`src/sv/sfp_pkg.sv`:
```
// Types and constants of the serial command frame parser.
package sfp_pkg;

    localparam int BYTE_W      = 8;
    localparam int FRAME_BYTES = 5;
    localparam int CFG_IDX_W   = 2;

    localparam logic [CFG_IDX_W-1:0] CFG_START_MARKER = 2'd0;
    localparam logic [CFG_IDX_W-1:0] CFG_END_MARKER   = 2'd1;

    localparam logic [BYTE_W-1:0] CMD_START   = 8'h30;
    localparam logic [BYTE_W-1:0] CMD_STOP    = 8'h31;
    localparam logic [BYTE_W-1:0] CMD_PAUSE   = 8'h32;
    localparam logic [BYTE_W-1:0] CMD_RAISE_Z = 8'h42;
    localparam logic [BYTE_W-1:0] CMD_LOWER_Z = 8'h41;

    typedef enum logic [2:0] {
        KIND_UNKNOWN = 3'd0,
        KIND_START   = 3'd1,
        KIND_STOP    = 3'd2,
        KIND_PAUSE   = 3'd3,
        KIND_RAISE_Z = 3'd4,
        KIND_LOWER_Z = 3'd5
    } t_msg_type;

    typedef logic [FRAME_BYTES-1:0][BYTE_W-1:0] t_frame;

    typedef struct packed {
        logic close;   // chunk ends with this item
        logic exact;   // chunk holds exactly one frame length
    } t_chunk_info;

endpackage

```
`src/sv/sfp_collector.sv`:
```
// Byte counter and frame store: tracks the open chunk and decides when it closes.
module sfp_collector #(
    parameter int CHUNK_LIMIT = 32
) (
    input  logic                          i_clk,
    input  logic                          i_rst_n,
    input  logic                          i_adv,
    input  logic [sfp_pkg::BYTE_W-1:0]    i_byte,
    input  logic                          i_last,
    input  logic [sfp_pkg::BYTE_W-1:0]    i_end_marker,
    output sfp_pkg::t_frame               o_frame,
    output sfp_pkg::t_chunk_info          o_info
);

    localparam int CW = $clog2(CHUNK_LIMIT + 1);

    logic [CW-1:0]   r_count;
    sfp_pkg::t_frame r_store;
    logic [CW-1:0]   n_count;
    sfp_pkg::t_frame n_store;

    // Store view with the current byte dropped into its slot.
    always_comb begin
        n_store = r_store;
        for (int i = 0; i < sfp_pkg::FRAME_BYTES; i++) begin
            if (r_count == CW'(i)) begin
                n_store[i] = i_byte;
            end
        end
    end

    assign n_count = r_count + 1'b1;

    assign o_frame      = n_store;
    assign o_info.exact = (n_count == CW'(sfp_pkg::FRAME_BYTES));
    assign o_info.close = ((i_byte == i_end_marker) && (n_count >= CW'(sfp_pkg::FRAME_BYTES)))
                       || (n_count >= CW'(CHUNK_LIMIT))
                       || i_last;

    always_ff @(posedge i_clk) begin
        if (!i_rst_n) begin
            r_count <= '0;
            r_store <= '0;
        end else if (i_adv) begin
            if (o_info.close) begin
                r_count <= '0;
                r_store <= '0;
            end else begin
                r_count <= n_count;
                r_store <= n_store;
            end
        end
    end

endmodule

```
`src/sv/sfp_check.sv`:
```
// Frame validation and command decode for a closed chunk.
module sfp_check (
    input  sfp_pkg::t_frame               i_frame,
    input  logic                          i_exact,
    input  logic [sfp_pkg::BYTE_W-1:0]    i_start_marker,
    input  logic [sfp_pkg::BYTE_W-1:0]    i_end_marker,
    output sfp_pkg::t_msg_type            o_msg_type,
    output logic [sfp_pkg::BYTE_W-1:0]    o_data_value
);

    logic                       good;
    logic [sfp_pkg::BYTE_W-1:0] sum12;
    sfp_pkg::t_msg_type         cmd;

    assign sum12 = i_frame[1] + i_frame[2];
    assign good  = i_exact
                && (i_frame[0] == i_start_marker)
                && (i_frame[4] == i_end_marker)
                && (i_frame[3] == sum12);

    always_comb begin
        unique case (i_frame[1])
            sfp_pkg::CMD_START:   cmd = sfp_pkg::KIND_START;
            sfp_pkg::CMD_STOP:    cmd = sfp_pkg::KIND_STOP;
            sfp_pkg::CMD_PAUSE:   cmd = sfp_pkg::KIND_PAUSE;
            sfp_pkg::CMD_RAISE_Z: cmd = sfp_pkg::KIND_RAISE_Z;
            sfp_pkg::CMD_LOWER_Z: cmd = sfp_pkg::KIND_LOWER_Z;
            default:              cmd = sfp_pkg::KIND_UNKNOWN;
        endcase
    end

    assign o_msg_type   = good ? cmd : sfp_pkg::KIND_UNKNOWN;
    assign o_data_value = good ? i_frame[2] : '0;

endmodule

```
`src/sv/serial_command_frame_parser_core.sv`:
```
// Serial command frame parser: top level with input, config and result registers.
//
// Usage:
//   Input channel (i_in_valid / o_in_stall) carries one received byte and a
//   burst_end flag per item. Result channel (o_out_valid / i_out_stall) carries
//   one item per closed chunk: message type, data value and the first five raw
//   bytes of the chunk (zero where the chunk was shorter).
//   Config channel (i_cfg_valid / o_cfg_ready) writes the start marker (index 0)
//   and end marker (index 1); other indexes are ignored. It is always ready.
//   Path: a byte that closes a chunk is held in the input register, evaluated,
//   and its result is captured in the result register, which presents it.
//   Throughput: one byte per cycle while no held result blocks a closing byte,
//   set by the single evaluation stage between the input and result registers.
//   Stall: a held result blocks only a byte that would close another chunk;
//   bytes that do not close keep flowing. The input stalls once its register is
//   blocked.
//   Reset (synchronous, active low) clears both markers, the byte count, the
//   frame store and both valid flags.
module serial_command_frame_parser_core #(
    parameter int CHUNK_LIMIT = 32
) (
    input  logic                            i_clk,
    input  logic                            i_rst_n,
    input  logic                            i_in_valid,
    output logic                            o_in_stall,
    input  logic [7:0]                      i_rx_byte,
    input  logic                            i_burst_end,
    output logic                            o_out_valid,
    input  logic                            i_out_stall,
    output logic [2:0]                      o_msg_type,
    output logic [7:0]                      o_data_value,
    output logic [7:0]                      o_raw_byte0,
    output logic [7:0]                      o_raw_byte1,
    output logic [7:0]                      o_raw_byte2,
    output logic [7:0]                      o_raw_byte3,
    output logic [7:0]                      o_raw_byte4,
    input  logic                            i_cfg_valid,
    output logic                            o_cfg_ready,
    input  logic [sfp_pkg::CFG_IDX_W-1:0]   i_cfg_index,
    input  logic [7:0]                      i_cfg_data
);

    logic [sfp_pkg::BYTE_W-1:0] r_start_marker;
    logic [sfp_pkg::BYTE_W-1:0] r_end_marker;

    logic                       r_in_valid;
    logic [sfp_pkg::BYTE_W-1:0] r_in_byte;
    logic                       r_in_last;

    logic                       r_out_valid;
    sfp_pkg::t_msg_type         r_msg_type;
    logic [sfp_pkg::BYTE_W-1:0] r_data_value;
    sfp_pkg::t_frame            r_raw;

    sfp_pkg::t_frame            frame;
    sfp_pkg::t_chunk_info       info;
    sfp_pkg::t_msg_type         n_msg_type;
    logic [sfp_pkg::BYTE_W-1:0] n_data_value;
    logic                       adv;
    logic                       in_acc;
    logic                       out_acc;

    sfp_collector #(
        .CHUNK_LIMIT (CHUNK_LIMIT)
    ) u_collector (
        .i_clk        (i_clk),
        .i_rst_n      (i_rst_n),
        .i_adv        (adv),
        .i_byte       (r_in_byte),
        .i_last       (r_in_last),
        .i_end_marker (r_end_marker),
        .o_frame      (frame),
        .o_info       (info)
    );

    sfp_check u_check (
        .i_frame        (frame),
        .i_exact        (info.exact),
        .i_start_marker (r_start_marker),
        .i_end_marker   (r_end_marker),
        .o_msg_type     (n_msg_type),
        .o_data_value   (n_data_value)
    );

    // Advance the held byte unless it closes a chunk while a result is stuck.
    assign out_acc    = r_out_valid && !i_out_stall;
    assign adv        = r_in_valid && (!info.close || !r_out_valid || !i_out_stall);
    assign o_in_stall = r_in_valid && !adv;
    assign in_acc     = i_in_valid && !o_in_stall;
    assign o_cfg_ready = 1'b1;

    always_ff @(posedge i_clk) begin
        if (!i_rst_n) begin
            r_start_marker <= '0;
            r_end_marker   <= '0;
        end else if (i_cfg_valid) begin
            unique case (i_cfg_index)
                sfp_pkg::CFG_START_MARKER: r_start_marker <= i_cfg_data;
                sfp_pkg::CFG_END_MARKER:   r_end_marker   <= i_cfg_data;
                default: ;
            endcase
        end
    end

    always_ff @(posedge i_clk) begin
        if (!i_rst_n) begin
            r_in_valid <= 1'b0;
        end else if (in_acc) begin
            r_in_valid <= 1'b1;
        end else if (adv) begin
            r_in_valid <= 1'b0;
        end
    end

    always_ff @(posedge i_clk) begin
        if (in_acc) begin
            r_in_byte <= i_rx_byte;
            r_in_last <= i_burst_end;
        end
    end

    always_ff @(posedge i_clk) begin
        if (!i_rst_n) begin
            r_out_valid <= 1'b0;
        end else if (adv && info.close) begin
            r_out_valid <= 1'b1;
        end else if (out_acc) begin
            r_out_valid <= 1'b0;
        end
    end

    always_ff @(posedge i_clk) begin
        if (adv && info.close) begin
            r_msg_type   <= n_msg_type;
            r_data_value <= n_data_value;
            r_raw        <= frame;
        end
    end

    assign o_out_valid  = r_out_valid;
    assign o_msg_type   = r_msg_type;
    assign o_data_value = r_data_value;
    assign o_raw_byte0  = r_raw[0];
    assign o_raw_byte1  = r_raw[1];
    assign o_raw_byte2  = r_raw[2];
    assign o_raw_byte3  = r_raw[3];
    assign o_raw_byte4  = r_raw[4];

endmodule

```
`config.mk`:
```
export PLATFORM = sky130hd
export DESIGN_NAME = serial_command_frame_parser_core
export DESIGN_NICKNAME = d
export VERILOG_FILES = /design/src/sv/sfp_pkg.sv /design/src/sv/sfp_collector.sv /design/src/sv/sfp_check.sv /design/src/sv/serial_command_frame_parser_core.sv
export SDC_FILE = /design/constraint.sdc
export NUM_CORES = 1
export LEC_CHECK = 0
export ABC_AREA = 0
export ABC_CLOCK_PERIOD_IN_PS = 14500
export BUFFER_PORTS_ARGS = -buffer_cell sky130_fd_sc_hd__buf_2
export CAP_MARGIN = 20
export CORE_ASPECT_RATIO = 0.6
export CORE_MARGIN = 4
export CORE_UTILIZATION = 39
export CTS_BUF_LIST = sky130_fd_sc_hd__clkbuf_8
export DETAILED_ROUTE_END_ITERATION = 10
export HOLD_SLACK_MARGIN = 0.08
export SYNTH_ARGS = -nofsm -noshare
export SYNTH_HDL_FRONTEND = slang
export SYNTH_SLANG_ARGS = --single-unit
```
`constraint.sdc`:
```
create_clock -name i_clk -period 14.5 [get_ports i_clk]
set_input_delay 0.725 -clock i_clk [delete_from_list [all_inputs] [get_ports i_clk]]
set_output_delay 0.725 -clock i_clk [all_outputs]
set_load 0.03 [all_outputs]
```
# Word-level counts from Yosys, hierarchy flattened
# Cells that the tools add are included.
classes:
  addsub: 2
  magnitude_cmp: 2
  n_eq_ne: 15
  n_mux: 12
  n_reduce_logical: 24
op_table:
  columns: ["cell", "count"]
  rows:
  - ["$mux 40", 1]
  - ["$mux 8", 5]
  - ["$eq 8x8->1", 4]
  - ["$eq 8x6->1 const B", 3]
  - ["$eq 8x7->1 const B", 2]
  - ["$pmux 3 s5", 1]
  - ["$eq 6x2->1 const B", 2]
  - ["$eq 6x3->1 const B", 2]
  - ["$logic_and 1x1->1", 9]
  - ["$add 8x8->8", 1]
  - ["$add 6x1->6 const B", 1]
  - ["$eq 6x1->1 const B", 1]
  - ["$ge 6x3->1 const B", 1]
  - ["$ge 6x6->1 const B", 1]
  - ["$logic_not 6->1", 1]
  - ["$mux 6", 1]
  - ["$logic_not 1->1", 5]
  - ["$logic_or 1x1->1", 4]
  - ["$mux 1", 4]
  - ["$reduce_and 2->1", 2]
  - ["$reduce_bool 2->1", 2]
  - ["$eq 2x1->1 const B", 1]
  - ["$logic_not 2->1", 1]
totals:
  ff_bits: 124
  output_inout_bits: 54
  word_cells: 74

# Longest topological paths before layout
depth:
  word_depth: 14
  mapped_depth: 16
  ltp_nobuf: 14

# Cells and area by module
# Synthesis repeated with hierarchy kept, for this count alone.
hier_totals:
  hier_cells: 534
  hier_area_um2: 5898.2
modules_own_cells:
  columns: ["mod", "instances", "cells_each", "area_each_um2", "seq_area_each_um2"]
  rows:
  - ["serial_command_frame_parser_core", 1, 136, 2544.9, 2162.1]
  - ["sfp_collector", 1, 296, 2512.4, 920.9]
  - ["sfp_check", 1, 102, 840.8, 0.0]

# Least setup slack after synthesis
# OpenSTA, ideal clock, no wires.
synth_timing:
  path_type: "register -> register"
  startpoint: "register u_collector.r_count[0]"
  endpoint: "register r_data_value (netlist bit o_data_value[0]), enable pin"
  arrival_time_ns: 4.240
  t_required_ns: 14.040
  setup_slack_ns: 9.800
  path_stages_with_launch: 10
  period_less_slack_ns: 4.700
  cell_sequence: "dfxtp_1 -> inv_1 -> ha_1 -> a2111oi_0 -> nor4_1 -> nor3_1 -> o21ai_0 -> clkbuf_1 -> clkbuf_1 -> nor2_1"
synth_via:
  elab_chain_cells: 10
synth_lines:
  columns: ["element", "line", "source"]
  rows:
  - ["start, declared", "sfp_collector.sv:17", "logic [CW-1:0] r_count;"]
  - ["start signal, assigned", "sfp_collector.sv:49", "r_count <= n_count;"]
  - ["$add 6x1->6 (*)", "sfp_collector.sv:32", "assign n_count = r_count + 1'b1;"]
  - ["$ge 6x3->1", "sfp_collector.sv:36", "assign o_info.close = ((i_byte == i_end_marker) && (n_count >= CW'(sfp_pkg::FRAME_BYTES)))"]
  - ["$logic_and 1x1->1", "sfp_collector.sv:36", null]
  - ["$logic_or 1x1->1 (*)", "sfp_collector.sv:37", "|| (n_count >= CW'(CHUNK_LIMIT))"]
  - ["$logic_or 1x1->1 (*)", "sfp_collector.sv:38", "|| i_last;"]
  - ["$logic_not 1->1", "serial_command_frame_parser_core.sv:87", "assign adv = r_in_valid && (!info.close || !r_out_valid || !i_out_stall);"]
  - ["$logic_or 1x1->1 (2 in series)", "serial_command_frame_parser_core.sv:87", null]
  - ["$logic_and 1x1->1", "serial_command_frame_parser_core.sv:87", null]
  - ["$logic_and 1x1->1 (*)", "serial_command_frame_parser_core.sv:133", "if (adv && info.close) begin"]
  - ["end signal, assigned", "serial_command_frame_parser_core.sv:135", "r_data_value <= n_data_value;"]
  - ["end, declared", "serial_command_frame_parser_core.sv:52", "logic [sfp_pkg::BYTE_W-1:0] r_data_value;"]
# Every way passes the cells marked *; elsewhere a longest branch is shown, timed or not.
# A chain may end at the register's enable or synchronous reset.

==> results.ini <==
[run_status]
status=finished clean

[cts]
cts_resized=0
postCtsSetupRepairBufs=0
h-tree-depth=4
root_buffer=clkbuf_8
insertion_delay_ns=0.44
cts_max_path_buffers=2
cts_tree=done
numCtsBuffers=17
cts_num_sinks=124
cts.clk_slew.worst_paths_ns=0.08
hold_buffers=0

[floorplan]
io-pin-count=78
core_area_um2=15300
die_width_um=169
rows=35
die_h_um=105
start_util=0.397
dieArea_um2=17700

[detailed_routing]
wl_mm=15.4
detail-route-antenna-nets=0
drcViolationCount=0
vias=4453
drtPass1Iterations=6
drt_iter0_drc=439
wire_per_inst_um=18.4
vias_per_cell=5.33

[place]
gp_congestion=0.847
io_buffers=76
dpl.hpwl_mm=10.6

[cells_and_area]
insertedDiodeCount=0
finalNetCount=654
drive_gt1_frac=0.244
area_growth_pct=14.4

[worst_setup_path]
required_ns=14.77
worstPathMaxFanout=12
critPathKind=flop to flop
r2r_setup_slack_ns=9.85
max_stage_delay_ns=0.73
path_common_cell=ha_1
cp_slowest_cell=nor4_4
crit_buf_inv=1
cpLargestDelayFamily=simple AND/OR/NAND/NOR gates
critPathCaptureType=flop
cp.arrival_ns=4.92
worstSetupStartpointType=flop
critical_path.cell_chain=nor4_4 -> nand2_1 -> mux2i_1 -> inv_1 -> ha_1 -> ha_1 -> xor2_1 -> a221oi_1 -> o22ai_1 -> a2111oi_0 -> nand4b_1 -> or4_4 -> nor3b_1

[pwr]
leakagePower_nw=2.73
peakVddDrop_v=0.0000613
pwr-share-clk=0.389
swShare=0.267
report.power.total_w=0.000723
p_per_area_nw_per_um2=104
power_frac_seq=0.531
combinationalPowerShare=0.081
p_sw_w=0.000193
p_int_w=0.000530

[global_route]
grt_antenna_before_repair=0
grt-ovfl-total=0
grt_pass1_wl_mm=24.1
grt_pass1_vias=4214
grt_use_total=0.176
grt_max_degree=65

[run]
drv_cap=0

[logic_synthesis]
ys_ff_latch=124
synth.distinct_cells=63
yosysSeqAreaShare=0.506
synth_area_leaders=edfxtp_1 30%, dfxtp_1 21%, nor2b_1 6.4%, a22oi_1 5.3%, mux2i_1 4.4%
syn-num-nets=591
syn_inst=556
synth_area_um2=6090
yosysTopAreaCell=edfxtp_1
synth_common_cells=64 x dfxtp_1, 62 x nor2b_1, 60 x edfxtp_1, 43 x a22oi_1, 36 x inv_1
yosysMostFrequentCell=dfxtp_1
synthFlopType=dfxtp_1
yosysTopAreaCellShare=0.296
ys_warn_count=0
synth_edf_count=60
syn_area_per_cell_um2=11.0
postSynth.asyncResetShare=0

[sta]
fin_worst_skew_ns=0.0108
slew_headroom=0.337
hold_ws_ns=0.462
clock.fmax_ghz=0.215
final.setup.tns_ns=0
drv_slew=0
worstMarginPinSlew_ns=0.995
hold_violations=0
rsz0062_at_grt=false
post-route-period-util=0.321
finalSetupViolations=0
fin_crit_ns=4.65

[min_path]
holdCritPathClass=input port to flop

area by class of cell:
cell class	count	area, µm²
inverters	36	135
multi-input cells	358	2710
repair buffers	82	425
fillers	1457	8360
clock inverters	15	125
flip-flops and latches	124	3080
well taps	203	254
clock buffers	17	234
power groups by stage:
| stage | logic (W) | registers [W] | clock network, W |
|---|---|---|---|
| 2_1_floorplan | 0.0000351 | 0.000394 | 0 |
| 3_3_place_gp | 0.0000572 | 0.000391 | 0 |
| 3_5_place_dp | 0.0000583 | 0.000391 | 0 |
| 4_1_cts | 0.0000583 | 0.000383 | 0.000286 |
| 5_1_grt | 0.0000634 | 0.000384 | 0.000302 |
| 6_report | 0.0000583 | 0.000383 | 0.000281 |
state kept, by name, indices dropped and copies added (netlist names):
register             count
o_raw_byte1              8
u_collector.r_store     40
u_collector.r_count      6
r_in_last                1
o_out_valid              1
o_raw_byte4              8
o_msg_type               3
o_raw_byte0              8
o_raw_byte2              8
r_in_byte                8
r_start_marker           8
o_raw_byte3              8
o_data_value             8
r_in_valid               1
r_end_marker             8
cells in the final DEF, fill, tap and decap left out, types with 3 or more instances in the layout:
cell type	Yosys	routed
nor3_2	9	9
clkbuf_8	0	17
nor3_1	8	8
nor2_1	13	12
clkinv_2	0	5
nand4_1	8	8
and2_1	3	3
nor3b_1	4	4
mux2i_1	27	27
o21ai_0	13	12
a2111oi_0	3	3
a21o_1	4	4
xnor2_1	27	27
nand2_1	25	25
buf_4	4	6
a21oi_1	18	18
xor2_1	8	8
clkinvlp_4	0	3
nand3_1	3	3
inv_1	36	36
dfxtp_1	64	64
edfxtp_1	60	60
clkinv_4	0	3
a22oi_1	43	43
mux2_2	18	18
o22ai_1	4	4
ha_1	11	11
buf_2	4	76
a222oi_1	5	5
nor2b_1	62	62
per-layer routing:
layer / share of wire / GRT usage
met5: 0 / 0
met1: 0.49 / 0.277
met4: 0.0061 / 0.0448
met2: 0.42 / 0.242
met3: 0.087 / 0.0389
through the flow:
| stage | area, µm² | utilization | setup slack [ns] | std cells |
|---|---|---|---|---|
| 2_1_floorplan | 6090 | - | 9.80 | 556 |
| 3_3_place_gp | 6610 | 0.431 | 10.07 | 803 |
| 3_5_place_dp | 6610 | 0.431 | 9.87 | 803 |
| 4_1_cts | 6970 | 0.454 | 9.82 | 835 |
| 5_1_grt | 6970 | 0.454 | 9.50 | 835 |
| 6_report | 6970 | 0.454 | 9.85 | 835 |
kinds of logic after synthesis:
group,count (synthesis),share of synthesized area
flops,124,0.506
mux,45,0.0777
fa+ha+maj,11,0.0226
simple gates,152,0.156
buf+inv,74,0.0518
xor+xnor,35,0.0504
compound gates,114,0.135
other cells,1,0.000616
worst paths after layout:
kind / from / endpoint / depth (start not counted)
min: i_rx_byte[2] / r_in_byte[2] / 1
max reg2reg: u_collector.r_count[5] / o_data_value[1] / 13
max: u_collector.r_count[5] / o_data_value[1] / 13
min reg2reg: u_collector.r_store[27] / u_collector.r_store[27] / 2
Note: power is estimated with default switching activity, not from simulation.
